File: src/rtl/bspq_pkg.sv
// Package for the bounded sorted priority queue.
// Holds the sizing constants, the entry type, command codes and the ordering key.
// Depends on nothing; every other file of the block but bspq_if imports it.
`timescale 1ns / 1ps

package bspq_pkg;

    // Number of entry slots in the store.
    localparam int CAPACITY = 64;
    // Width of a count or a logical position, which runs from 0 to CAPACITY.
    localparam int CW = $clog2(CAPACITY + 1);
    // Width of a physical store address.
    localparam int AW = (CAPACITY > 1) ? $clog2(CAPACITY) : 1;
    // Width used when the count is compared with the limit register.
    localparam int LW = (CW > 7) ? CW : 7;
    // Reset value of the limit register.
    localparam logic [6:0] MAX_SIZE_RESET = 7'd64;

    // Command codes; codes 6 and 7 do nothing.
    localparam logic [2:0] CMD_ENQ      = 3'd0;
    localparam logic [2:0] CMD_DEQ      = 3'd1;
    localparam logic [2:0] CMD_PEEK_MIN = 3'd2;
    localparam logic [2:0] CMD_PEEK_MAX = 3'd3;
    localparam logic [2:0] CMD_POP_IDX  = 3'd4;
    localparam logic [2:0] CMD_CLEAR    = 3'd5;

    typedef struct packed {
        logic [15:0]        idx;
        logic signed [31:0] val;
    } t_entry;

    // One cycle of requests from the sequencer to the entry store.
    typedef struct packed {
        logic          rd_en;
        logic [CW-1:0] rd_pos;
        logic          wr_en;
        logic [CW-1:0] wr_pos;
        t_entry        wr_entry;
        logic          advance;
    } t_store_req;

    // Sort key: value with its sign bit flipped above the index, compared unsigned.
    function automatic logic [47:0] order_key(input t_entry e);
        order_key = {e.val[31] ^ 1'b1, e.val[30:0], e.idx};
    endfunction

endpackage

File: src/rtl/bspq_if.sv
// Channel interfaces of the bounded sorted priority queue: input, result, config.
// Each carries valid, ready and its payload; depends on nothing.
`timescale 1ns / 1ps

interface bspq_in_if;
    logic               valid;
    logic               ready;
    logic [2:0]         command;
    logic [15:0]        elem_index;
    logic signed [31:0] elem_value;

    modport source (output valid, output command, output elem_index, output elem_value,
                    input ready);
    modport sink (input valid, input command, input elem_index, input elem_value,
                  output ready);
endinterface

interface bspq_out_if;
    logic               valid;
    logic               ready;
    logic               status;
    logic [15:0]        out_index;
    logic signed [31:0] out_value;
    logic [6:0]         entry_count;
    logic               is_empty;
    logic               is_full;

    modport source (output valid, output status, output out_index, output out_value,
                    output entry_count, output is_empty, output is_full, input ready);
    modport sink (input valid, input status, input out_index, input out_value,
                  input entry_count, input is_empty, input is_full, output ready);
endinterface

interface bspq_cfg_if;
    logic       valid;
    logic       ready;
    logic [6:0] max_size;

    modport source (output valid, output max_size, input ready);
    modport sink (input valid, input max_size, output ready);
endinterface

File: src/rtl/bspq_store.sv
// Entry store of the bounded sorted priority queue: a circular memory of entries.
// Logical positions are offsets from a head pointer. Depends on bspq_pkg.
`timescale 1ns / 1ps

module bspq_store (
    input  logic                i_clk,
    input  logic                i_rst_n,
    input  bspq_pkg::t_store_req i_req,
    output bspq_pkg::t_entry    o_rd_entry
);
    import bspq_pkg::*;

    t_entry        r_mem [CAPACITY];
    t_entry        r_rd_entry;
    logic [AW-1:0] r_head;
    logic [AW-1:0] n_head;

    // Map a logical position onto a physical slot; the sum stays below twice the depth.
    function automatic logic [AW-1:0] phys(input logic [AW-1:0] head, input logic [CW-1:0] pos);
        logic [CW:0] sum;
        sum = (CW + 1)'(head) + (CW + 1)'(pos);
        if (sum >= (CW + 1)'(CAPACITY)) begin
            sum = sum - (CW + 1)'(CAPACITY);
        end
        phys = AW'(sum);
    endfunction

    always_comb begin
        n_head = r_head;
        if (i_req.advance) begin
            n_head = phys(r_head, CW'(1));
        end
    end

    always_ff @(posedge i_clk) begin
        if (!i_rst_n) begin
            r_head <= '0;
        end else begin
            r_head <= n_head;
        end
    end

    always_ff @(posedge i_clk) begin
        if (i_req.wr_en) begin
            r_mem[phys(r_head, i_req.wr_pos)] <= i_req.wr_entry;
        end
        if (i_req.rd_en) begin
            r_rd_entry <= r_mem[phys(r_head, i_req.rd_pos)];
        end
    end

    assign o_rd_entry = r_rd_entry;

endmodule

File: src/rtl/bounded_sorted_priority_queue.sv
// Top level of the bounded sorted priority queue (keep the k smallest entries).
// Depends on bspq_pkg, the channel interfaces in bspq_if and the store bspq_store.
`timescale 1ns / 1ps

// The queue keeps up to min(max_size, CAPACITY) entries of (index, value), sorted
// ascending by the signed Q16.16 value with ties ordered by index. Each input
// transaction carries one command and yields exactly one result transaction. The
// block handles one command at a time: it drops ready after accepting a command and
// raises it again once the result has been taken, so the next command can be
// accepted in the cycle after the result is taken. Entries live in a circular
// memory with a head pointer, so dequeue and pop only move the head.
// Dequeue, clear, unused codes and any read or removal on an empty queue offer
// their result straight after the execute state; peeks and pop read the memory
// first and pass through a fetch state before their result.
// An enqueue is an insertion sort step run by a small sequencer around one shared
// 48-bit key comparator: it walks the stored entries from the largest down, a memory
// read state and then a compare state for each one, shifting larger entries up by
// one slot. The new entry is written in the compare state where the walk stops, or
// in a separate write state when the walk reaches the bottom slot or the queue is
// empty; an enqueue on an empty queue under a limit of zero goes straight from the
// execute state to its result. At or above its limit the largest entry is evicted,
// or the new entry dropped if it is not smaller than the largest. Clear empties the
// queue but keeps max_size. The configuration channel is always ready and should be
// written only while no command is in flight.
module bounded_sorted_priority_queue (
    input  logic       i_clk,
    input  logic       i_rst_n,
    bspq_in_if.sink    i_in,
    bspq_out_if.source o_out,
    bspq_cfg_if.sink   i_cfg
);
    import bspq_pkg::*;

    typedef enum logic [6:0] {
        S_IDLE  = 7'b0000001,
        S_EXEC  = 7'b0000010,
        S_RD    = 7'b0000100,
        S_CMP   = 7'b0001000,
        S_WRNEW = 7'b0010000,
        S_FETCH = 7'b0100000,
        S_RESP  = 7'b1000000
    } t_state;

    t_state        r_state, n_state;
    logic [2:0]    r_cmd, n_cmd;
    t_entry        r_new, n_new;
    logic [CW-1:0] r_count, n_count;
    logic [CW-1:0] r_pos, n_pos;
    logic          r_evict, n_evict;
    logic          r_status, n_status;
    logic [15:0]   r_oidx, n_oidx;
    logic [31:0]   r_oval, n_oval;
    logic [6:0]    r_max_size;

    t_store_req    w_req;
    t_entry        w_rd_entry;
    logic [LW-1:0] w_limit;
    logic          w_below_limit;
    logic          w_greater;

    bspq_store u_store (
        .i_clk      (i_clk),
        .i_rst_n    (i_rst_n),
        .i_req      (w_req),
        .o_rd_entry (w_rd_entry)
    );

    // Effective limit is the smaller of the register and the store depth.
    always_comb begin
        if (LW'(r_max_size) < LW'(CAPACITY)) begin
            w_limit = LW'(r_max_size);
        end else begin
            w_limit = LW'(CAPACITY);
        end
    end

    assign w_below_limit = LW'(r_count) < w_limit;

    // The shared comparator: is the stored entry just read ordered after the new one?
    assign w_greater = order_key(w_rd_entry) > order_key(r_new);

    always_comb begin
        n_state  = r_state;
        n_cmd    = r_cmd;
        n_new    = r_new;
        n_count  = r_count;
        n_pos    = r_pos;
        n_evict  = r_evict;
        n_status = r_status;
        n_oidx   = r_oidx;
        n_oval   = r_oval;
        w_req    = '0;

        case (r_state)
            S_IDLE: begin
                if (i_in.valid) begin
                    n_cmd     = i_in.command;
                    n_new.idx = i_in.elem_index;
                    n_new.val = i_in.elem_value;
                    n_status  = 1'b0;
                    n_oidx    = '0;
                    n_oval    = '0;
                    n_state   = S_EXEC;
                end
            end
            S_EXEC: begin
                n_state = S_RESP;
                case (r_cmd)
                    CMD_ENQ: begin
                        // Start the downward walk with the slot just past the last entry.
                        n_pos = r_count;
                        if (w_below_limit) begin
                            n_count = r_count + CW'(1);
                            n_evict = 1'b0;
                            n_state = (r_count == '0) ? S_WRNEW : S_RD;
                        end else begin
                            n_evict = 1'b1;
                            n_state = (r_count == '0) ? S_RESP : S_RD;
                        end
                    end
                    CMD_DEQ, CMD_PEEK_MIN, CMD_PEEK_MAX, CMD_POP_IDX: begin
                        if (r_count == '0) begin
                            n_status = 1'b1;
                        end else if (r_cmd == CMD_DEQ) begin
                            w_req.advance = 1'b1;
                            n_count       = r_count - CW'(1);
                        end else begin
                            w_req.rd_en  = 1'b1;
                            w_req.rd_pos = (r_cmd == CMD_PEEK_MAX) ? r_count - CW'(1) : '0;
                            n_state      = S_FETCH;
                        end
                    end
                    CMD_CLEAR: begin
                        n_count = '0;
                    end
                    default: begin
                        n_state = S_RESP;
                    end
                endcase
            end
            S_FETCH: begin
                n_oidx = w_rd_entry.idx;
                if (r_cmd == CMD_POP_IDX) begin
                    w_req.advance = 1'b1;
                    n_count       = r_count - CW'(1);
                end else begin
                    n_oval = w_rd_entry.val;
                end
                n_state = S_RESP;
            end
            S_RD: begin
                w_req.rd_en  = 1'b1;
                w_req.rd_pos = r_pos - CW'(1);
                n_state      = S_CMP;
            end
            S_CMP: begin
                if (w_greater) begin
                    // A larger entry moves up one slot; on a full queue the first
                    // larger entry is the largest one and is simply dropped.
                    if (!r_evict) begin
                        w_req.wr_en    = 1'b1;
                        w_req.wr_pos   = r_pos;
                        w_req.wr_entry = w_rd_entry;
                    end
                    n_evict = 1'b0;
                    n_pos   = r_pos - CW'(1);
                    n_state = (r_pos == CW'(1)) ? S_WRNEW : S_RD;
                end else if (r_evict) begin
                    // Full and not smaller than the largest: drop the new entry.
                    n_state = S_RESP;
                end else begin
                    w_req.wr_en    = 1'b1;
                    w_req.wr_pos   = r_pos;
                    w_req.wr_entry = r_new;
                    n_state        = S_RESP;
                end
            end
            S_WRNEW: begin
                w_req.wr_en    = 1'b1;
                w_req.wr_pos   = r_pos;
                w_req.wr_entry = r_new;
                n_state        = S_RESP;
            end
            S_RESP: begin
                if (o_out.ready) begin
                    n_state = S_IDLE;
                end
            end
            default: begin
                n_state = S_IDLE;
            end
        endcase
    end

    always_ff @(posedge i_clk) begin
        if (!i_rst_n) begin
            r_state <= S_IDLE;
            r_count <= '0;
            r_evict <= 1'b0;
        end else begin
            r_state <= n_state;
            r_count <= n_count;
            r_evict <= n_evict;
        end
    end

    always_ff @(posedge i_clk) begin
        r_cmd    <= n_cmd;
        r_new    <= n_new;
        r_pos    <= n_pos;
        r_status <= n_status;
        r_oidx   <= n_oidx;
        r_oval   <= n_oval;
    end

    // Configuration register: written on any completed config transaction.
    always_ff @(posedge i_clk) begin
        if (!i_rst_n) begin
            r_max_size <= MAX_SIZE_RESET;
        end else if (i_cfg.valid) begin
            r_max_size <= i_cfg.max_size;
        end
    end

    assign i_cfg.ready = 1'b1;
    assign i_in.ready  = (r_state == S_IDLE);

    // The count fields follow the stored count, which is settled by the time
    // the result is shown.
    assign o_out.valid       = (r_state == S_RESP);
    assign o_out.status      = r_status;
    assign o_out.out_index   = r_oidx;
    assign o_out.out_value   = r_oval;
    assign o_out.entry_count = 7'(r_count);
    assign o_out.is_empty    = (r_count == '0);
    assign o_out.is_full     = !w_below_limit;

endmodule

File: src/flat_wrapper.sv
// flat-port wrapper written by rule: the top's interface ports become plain ports
module bounded_sorted_priority_queue_flat import bspq_pkg::*;
  (i_clk, i_rst_n, i_in_valid, i_in_command, i_in_elem_index, i_in_elem_value, i_in_ready, o_out_valid, o_out_status, o_out_out_index, o_out_out_value, o_out_entry_count, o_out_is_empty, o_out_is_full, o_out_ready, i_cfg_valid, i_cfg_max_size, i_cfg_ready);
  bspq_in_if i_in_i ();
  bspq_out_if o_out_i ();
  bspq_cfg_if i_cfg_i ();
  input  logic i_clk;
  input  logic i_rst_n;
  input wire logic [$bits(i_in_i.valid)-1:0] i_in_valid;
  input wire logic [$bits(i_in_i.command)-1:0] i_in_command;
  input wire logic [$bits(i_in_i.elem_index)-1:0] i_in_elem_index;
  input wire logic [$bits(i_in_i.elem_value)-1:0] i_in_elem_value;
  output wire logic [$bits(i_in_i.ready)-1:0] i_in_ready;
  output wire logic [$bits(o_out_i.valid)-1:0] o_out_valid;
  output wire logic [$bits(o_out_i.status)-1:0] o_out_status;
  output wire logic [$bits(o_out_i.out_index)-1:0] o_out_out_index;
  output wire logic [$bits(o_out_i.out_value)-1:0] o_out_out_value;
  output wire logic [$bits(o_out_i.entry_count)-1:0] o_out_entry_count;
  output wire logic [$bits(o_out_i.is_empty)-1:0] o_out_is_empty;
  output wire logic [$bits(o_out_i.is_full)-1:0] o_out_is_full;
  input wire logic [$bits(o_out_i.ready)-1:0] o_out_ready;
  input wire logic [$bits(i_cfg_i.valid)-1:0] i_cfg_valid;
  input wire logic [$bits(i_cfg_i.max_size)-1:0] i_cfg_max_size;
  output wire logic [$bits(i_cfg_i.ready)-1:0] i_cfg_ready;
  assign i_in_i.valid = i_in_valid;
  assign i_in_i.command = i_in_command;
  assign i_in_i.elem_index = i_in_elem_index;
  assign i_in_i.elem_value = i_in_elem_value;
  assign i_in_ready = i_in_i.ready;
  assign o_out_valid = o_out_i.valid;
  assign o_out_status = o_out_i.status;
  assign o_out_out_index = o_out_i.out_index;
  assign o_out_out_value = o_out_i.out_value;
  assign o_out_entry_count = o_out_i.entry_count;
  assign o_out_is_empty = o_out_i.is_empty;
  assign o_out_is_full = o_out_i.is_full;
  assign o_out_i.ready = o_out_ready;
  assign i_cfg_i.valid = i_cfg_valid;
  assign i_cfg_i.max_size = i_cfg_max_size;
  assign i_cfg_ready = i_cfg_i.ready;
  bounded_sorted_priority_queue u_core (.i_clk(i_clk), .i_rst_n(i_rst_n), .i_in(i_in_i), .o_out(o_out_i), .i_cfg(i_cfg_i));
endmodule
File: config.mk
export PLATFORM = sky130hd
export DESIGN_NAME = bounded_sorted_priority_queue_flat
export DESIGN_NICKNAME = d
export VERILOG_FILES = /design/src/rtl/bspq_pkg.sv /design/src/rtl/bspq_if.sv /design/src/rtl/bspq_store.sv /design/src/rtl/bounded_sorted_priority_queue.sv /design/src/flat_wrapper.sv
export SDC_FILE = /design/constraint.sdc
export NUM_CORES = 2
export LEC_CHECK = 0
export BUFFER_PORTS_ARGS = -buffer_cell sky130_fd_sc_hd__buf_2
export CAP_MARGIN = 15
export CORE_UTILIZATION = 45
export CTS_CLUSTER_SIZE = 30
export DETAILED_ROUTE_END_ITERATION = 8
export PLACE_DENSITY = 0.72
export REMOVE_ABC_BUFFERS = 1
export SLEW_MARGIN = 20
export SYNTH_ARGS = -nofsm -noshare
export SYNTH_HDL_FRONTEND = slang
export SYNTH_SLANG_ARGS = --single-unit
File: constraint.sdc
create_clock -name i_clk -period 4.9 [get_ports i_clk]
set_input_delay 0.49 -clock i_clk [delete_from_list [all_inputs] [get_ports i_clk]]
set_output_delay 0.49 -clock i_clk [all_outputs]
set_load 0.01 [all_outputs]
# --- Word level (Yosys, flattened, before mapping) ---
# Memory sizes are Yosys's and may differ from the RTL's. A register that Yosys moved wholly into a read port is not among the register bits.
# Cells that the tools add are included.
op_classes:
  n_addsub: 9
  multipliers: 0
  div_mod_pow: 0
  order_cmp: 6
  n_eq_ne: 25
  n_shift: 0
  n_mux: 55
  bitwise: 2
  reduce_logical: 16
ops:
  columns: ["operator", "count"]
  rows:
  - ["56-bit 2-to-1 mux", 3]
  - ["56-bit one-hot mux with 2 select lines", 1]
  - ["7-bit 2-to-1 mux", 15]
  - ["32-bit 2-to-1 mux", 2]
  - ["32-bit one-hot mux with 2 select lines", 1]
  - ["48-bit greater-than comparator", 1]
  - ["7-bit one-hot mux with 2 select lines", 3]
  - ["7-bit one-hot mux with 6 select lines", 1]
  - ["16-bit one-hot mux with 2 select lines", 1]
  - ["6-bit 2-to-1 mux", 5]
  - ["8-bit 2-to-1 mux", 3]
  - ["7-bit one-hot mux with 3 select lines", 1]
  - ["6-bit by 1-bit subtractor with 6-bit output, second input constant", 3]
  - ["6-bit by 7-bit adder with 8-bit output", 2]
  - ["8-bit by 7-bit >= comparator with 1-bit output, second input constant", 2]
  - ["16-bit 2-to-1 mux", 1]
  - ["8-bit one-hot mux with 2 select lines", 1]
  - ["7-bit by 1-bit equality test with 1-bit output, second input constant", 2]
  - ["7-bit by 1-bit subtractor with 7-bit output, second input constant", 2]
  - ["1-bit 2-to-1 mux", 12]
  - ["5-bit 2-to-1 mux", 2]
  - ["2-bit != test, second input constant", 5]
  - ["2-bit nonzero test", 4]
  - ["6-bit by 1-bit adder with 7-bit output, second input constant", 1]
  - ["28 further kinds", 39]
totals:
  reg_bits: 135
  latch_bits: 0
  mem_bits_rw: 3072
  mem_bits_ro: 0
  in_bits: 63
  out_inout_bits: 61
  word_cells: 126
  memories: 1
memory_table:
  columns: ["name", "words", "width", "read_ports", "rd_ports_with_merged_regs", "write_ports", "line", "text"]
  rows:
  - ["u_core.u_store.r_mem", 64, 48, 1, 1, 1, "bspq_store.sv:13", "t_entry r_mem [CAPACITY];"]

# --- Longest topological paths before layout ---
logic_depth:
  depth_word: 10
  mapped_depth: 19
  depth_no_buf: 16

# --- Cells and area by module ---
# From an unflattened synthesis, not the netlist that was laid out.
unflattened:
  hier_cells: 6286
  hier_area_um2: 127497.3
modules_own_cells:
  columns: ["mod", "instances", "cells_each", "area_each_um2", "seq_area_each_um2"]
  rows:
  - ["bspq_store", 1, 5633, 120351.7, 93810.0]
  - ["bounded_sorted_priority_queue", 1, 653, 7145.6, 3653.5]

# --- Worst setup path after synthesis ---
# Ideal clock, no wire load.
synth_path:
  path_kind: "register to register"
  from: "reg u_core.r_state[0]"
  to: "mem u_core.u_store.r_mem[51][0] in the netlist's numbering, enable pin"
  setup_ns: 0.454
  arrival_ns: 4.953
  required_time_ns: 4.446
  slack_ns: -0.507
  stages_incl_launch_ff: 13
  n_path_buf: 0
  period_less_slack_ns: 5.407
  path_cell_list: "dfxtp_1 > or4_1 > nor4b_2 > nor2_1 > nor2_1 > ha_1 > a21o_1 > a21oi_1 > o21bai_1 > a21oi_1 > xor2_1 > nand2_1 > nor2_1"
synth_via:
  elab_chain_len: 6
  elab_cells_between_ends: 10
  cone_classes: "add/sub (2); order compare (1); eq/ne (2); mux (5)"
synth_rtl:
  columns: ["item", "line", "text"]
  rows:
  - ["from (decl)", "bounded_sorted_priority_queue.sv:44", "t_state r_state, n_state;"]
  - ["from (signal assigned)", "bounded_sorted_priority_queue.sv:201", "r_state <= n_state;"]
  - ["7-bit by 5-bit equality test with 1-bit output / 7-bit by 4-bit equality test with 1-bit output (equally long branches)", "bounded_sorted_priority_queue.sv:94", "case (r_state)"]
  - ["56-bit one-hot mux with 2 select lines (*)", "bounded_sorted_priority_queue.sv:94", null]
  - ["6-bit by 7-bit adder with 8-bit output", "bspq_store.sv:21", "sum = (CW + 1)'(head) + (CW + 1)'(pos);"]
  - ["8-bit by 7-bit >= comparator with 1-bit output / 6-bit by 1-bit subtractor with 6-bit output (equally long branches)", "bspq_store.sv:22, bspq_store.sv:23", null]
  - ["6-bit 2-to-1 mux", "bspq_store.sv:22", "if (sum >= (CW + 1)'(CAPACITY)) begin"]
  - ["6-bit 2-to-1 mux", "bspq_store.sv:44", "if (i_req.wr_en) begin"]
  - ["to (decl)", "bspq_store.sv:13", null]
# Every way passes the cells marked *; elsewhere a longest branch is shown, timed or not. The select of a mux whose other input is x is not followed.

# --- Worst setup path after layout ---
layout_path:
  from: "reg u_core.r_count[1], in the netlist u_core.o_out.entry_count[1]"
  to: "reg u_core.u_store.o_rd_entry[15] (netlist name)"
layout_via:
  elab_chain_len: 10
  elab_cells_between_ends: 12
  cone_classes: "add/sub (3); order compare (1); mux (7); reduce/logical (1)"
layout_rtl:
  columns: ["item", "line", "text"]
  rows:
  - ["from (decl)", "bounded_sorted_priority_queue.sv:47", "logic [CW-1:0] r_count, n_count;"]
  - ["from (signal assigned)", "bounded_sorted_priority_queue.sv:202", "r_count <= n_count;"]
  - ["7-bit by 1-bit subtractor with 7-bit output", "bounded_sorted_priority_queue.sv:129", "w_req.rd_pos = (r_cmd == CMD_PEEK_MAX) ? r_count - CW'(1) : '0;"]
  - ["7-bit 2-to-1 mux", "bounded_sorted_priority_queue.sv:129", null]
  - ["8-bit 2-to-1 mux", "bounded_sorted_priority_queue.sv:124", "end else if (r_cmd == CMD_DEQ) begin"]
  - ["8-bit 2-to-1 mux (*)", "bounded_sorted_priority_queue.sv:122", "if (r_count == '0) begin"]
  - ["8-bit 2-to-1 mux (*)", "bounded_sorted_priority_queue.sv:108", "case (r_cmd)"]
  - ["8-bit one-hot mux with 2 select lines (*)", "bounded_sorted_priority_queue.sv:94", null]
  - ["6-bit by 7-bit adder with 8-bit output", "bspq_store.sv:21", null]
  - ["8-bit by 7-bit >= comparator with 1-bit output / 6-bit by 1-bit subtractor with 6-bit output (equally long branches)", "bspq_store.sv:22, bspq_store.sv:23", null]
  - ["6-bit 2-to-1 mux", "bspq_store.sv:22", null]
  - ["6-bit 2-to-1 mux", "bspq_store.sv:47", "if (i_req.rd_en) begin"]
# Marked as above.
# A chain may end at the register's enable or synchronous reset.

==> flow_metrics.env <==
export IMPL_status="complete, but fails checks"
export IMPL_violations="DRC"
export IMPL_max_freq_mhz=207.0
export IMPL_fin_crit_ns=4.831
export IMPL_cp_cell_sequence="inv_1 > ha_1 > or4b_4 > or3_4 > nand4_4 > o22ai_2 > ha_4 > inv_1 > fa_4 > buf_16 > buf_12 > buf_12 > mux4_2 > mux4_2 > and2b_1 > a211oi_1 > a21oi_1"
export IMPL_slew_violations=0
export IMPL_cp_num_buf_inv=5
export IMPL_crit_fanout=54
export IMPL_finalWeightedCongestion=0.8342
export IMPL_rrSetupSlack_ns=0.07
export IMPL_clk_latency_ns=0.90
export IMPL_die_area_sq_um=282900
export IMPL_pre_cts_slack_ns=-0.1631
export IMPL_ys_top_cells_by_count="3227 x edfxtp_1, 917 x mux4_2, 128 x clkbuf_1, 114 x nor2_1, 93 x buf_2"
export IMPL_ir_worst_vdd_v=0.0002835
export IMPL_die_y_microns=531.9
export IMPL_crit_type="flop to flop"
export IMPL_num_io_pins=124
export IMPL_final_util_pct=52.88
export IMPL_synth_top_area_cell="edfxtp_1"
export IMPL_numCtsBuffers=317
export IMPL_grt_overflow_total=0
export IMPL_synthArstFlopShare_pct=0
export IMPL_synth_seq_cells=3255
export IMPL_crit_required_ns=5.50
export IMPL_yosysWarnings=0
export IMPL_portBuffers=122
export IMPL_switching_share_pct=19.53
export IMPL_clock_path_buffers=4
export IMPL_setup_slack_ns=0.06938
export IMPL_initial_core_util_pct=45.23
export IMPL_skew_ns=0.06243
export IMPL_core_area_sq_um=279400
export IMPL_critPathMaxStageDelay_ns=0.68
export IMPL_finalSetupViolCount=0
export IMPL_cts_root_buf="clkbuf_16"
export IMPL_crit_slowest_cell="fa_4"
export IMPL_layout_drive_gt1_share_pct=32.58
export IMPL_clkPwrFrac_pct=44.0
export IMPL_grt_pass1_vias=63080
export IMPL_drt_initial_drc_count=9518
export IMPL_synth_cell_types=79
export IMPL_avgSynthCellArea_sq_um=23.68
export IMPL_hold_viol=0
export IMPL_area_delta_synth_final_pct=16.92
export IMPL_rows=194
export IMPL_h_tree_depth=5
export IMPL_fillers=20350
export IMPL_end_kind="flop"
export IMPL_wl_per_cell_microns=35.78
export IMPL_vias_per_cell=6.396
export IMPL_die_w_microns=531.9
export IMPL_syn_inst=5336
export IMPL_antenna_found_initial=10
export IMPL_internal_power_mw=44.23
export IMPL_multi_input_area_sq_um=27940
export IMPL_cts_tree="built"
export IMPL_cts_sinks=3255
export IMPL_finalPower_mw=54.97
export IMPL_seq_area_sq_um=97460
export IMPL_path_clk_slew_ns=0.06
export IMPL_power_frac_comb_pct=0.8
export IMPL_dr_pass1_iters=8
export IMPL_tightest_slew_ns=1.166
export IMPL_pwr_density_cell_nw_per_um2=372.0
export IMPL_grt_max_degree=74
export IMPL_power_leakage_nw=49.65
export IMPL_synthTopCellsByArea="edfxtp_1 77%, mux4_2 16%, mux4_1 0.89%, ha_1 0.68%, dfxtp_1 0.44%"
export IMPL_start_kind="flop"
export IMPL_hold_path_class="input port to flop"
export IMPL_synth_most_common_cell="edfxtp_1"
export IMPL_routed_wirelength_mm=355.8
export IMPL_p_seq_share_pct=55.2
export IMPL_postRouteAntennaNets=0
export IMPL_drv_cap=0
export IMPL_synth_top_area_share_pct=76.68
export IMPL_synth_ff_type="edfxtp_1"
export IMPL_dp_hpwl_mm=192.9
export IMPL_worstPathArrival_ns=5.44
export IMPL_finalNetCount=6103
export IMPL_seq_area_frac_synth_pct=77.13
export IMPL_syn_area_sq_um=126400
export IMPL_synth_edff_count=3227
export IMPL_via_count=63590
export IMPL_track_usage_pct=24.82
export IMPL_final_period_utilization_pct=98.58
export IMPL_holdWs_ns=0.03478
export IMPL_drc_errors=72
export IMPL_slew_headroom_pct=21.98
export IMPL_switching_power_mw=10.74
export IMPL_grt_pass1_wl_mm=491.1
export IMPL_cp_top_family="simple AND/OR/NAND/NOR gates"
tightest hold or removal path: stages:
cell     delay, ns
buf_2         0.17
mux2i_1       0.13
nor2_1        0.08
timing repair:
action / 4_1_cts / 5_1_grt
pin swaps: 0 / 1
gates resized for setup: 7 / 20
endpoints found under the hold margin: 64 / 0
buffers inserted: 0 / 7
hold buffers: 64 / 0
endpoints found under the setup margin: 7 / 139
gates cloned: 0 / 4
worst paths after layout:
path	from	to	depth (start not counted)
setup / recovery	u_core.o_out.entry_count[1]$_SDFFE_PN0P_	u_core.u_store.o_rd_entry[15]$_DFFE_PP_	17
hold / removal	i_cfg_valid	u_core.r_max_size[2]$_SDFFE_PN0P_	3
setup reg to reg	u_core.o_out.entry_count[1]$_SDFFE_PN0P_	u_core.u_store.o_rd_entry[15]$_DFFE_PP_	17
hold reg to reg	u_core.r_evict$_SDFFE_PN0P_	u_core.r_evict$_SDFFE_PN0P_	2
flip-flops by register name (all words and copies together) (netlist names):
| name | cells |
|---|---|
| u_core.u_store.r_head | 6 |
| u_core.r_max_size | 7 |
| u_core.o_out.status | 1 |
| u_core.u_store.r_mem | 3072 |
| u_core.r_evict | 1 |
| u_core.r_cmd | 3 |
| u_core.o_out.out_index | 16 |
| u_core.r_state | 7 |
| u_core.o_out.out_value | 32 |
| u_core.o_out.entry_count | 7 |
| u_core.r_pos | 7 |
| u_core.u_store.o_rd_entry | 48 |
| u_core.r_new | 48 |
layer usage:
layer	up-vias	track usage, %	part of all wire (%)
li1	24190	-	-
met3	805	5.554	12
met2	4684	39.23	47
met5	-	0	0.012
met4	6	11.90	5.4
met1	33910	32.83	35
power by group through the flow:
stage / sequential, mW / clock, mW / combinational, mW
global route: 30.3 / 25.4 / 0.475
finish: 30.3 / 24.2 / 0.443
floorplan: 30.9 / 0 / 0.196
detailed placement: 30.9 / 0 / 0.397
global placement: 30.9 / 0 / 0.386
CTS: 30.3 / 24.4 / 0.441
cells in the final DEF, fill, tap and decap left out, types with 10 or more instances in the layout:
cell	instances
a211oi_1	37
a211oi_2	13
a21oi_1	89
a22o_1	43
and2_1	49
and2b_1	22
and2b_2	19
buf_12	232
buf_2	122
buf_4	156
bufinv_16	28
clkbuf_1	60
clkbuf_16	333
clkinv_1	54
clkinv_2	69
clkinvlp_4	10
dfxtp_1	28
dlygate4sd3_1	64
edfxtp_1	3227
ha_1	68
inv_1	62
mux2i_1	54
mux4_1	43
mux4_2	917
nand2_1	59
nand3_1	17
nand4_1	18
nor2_1	50
nor2_4	64
nor2b_1	16
nor3_1	12
o21ai_0	23
xnor2_1	14
xor2_1	10
per-stage QoR:
stage                     cells  TNS (ns)  area [sq um]
after floorplan            5065  -5559.76        125000
after global placement     9299   -0.4680        136700
after detailed placement   9299   -0.3720        136700
after CTS                  9929         0        147500
after global routing       9941    -9.308        147700
final                      9942         0        147700
final cells by class:
class                   instances  area share [%]
diodes                          2        0.003388
well taps                    3724           3.154
flip-flops and latches       3255           65.97
repair buffers                585           4.933
multi-input cells            1746           18.91
inverters                      64          0.1635
clock inverters               175           1.111
clock buffers                 391           5.751
cells by family after synthesis:
logic type      synth area share (%)
flops                          77.13
mux                            17.69
simple gates                   1.615
buf+inv                        1.286
compound gates                 1.349
fa+ha+maj                     0.7149
xor+xnor                      0.2129
other cells                 0.002968
(Power assumes the default switching activity.)
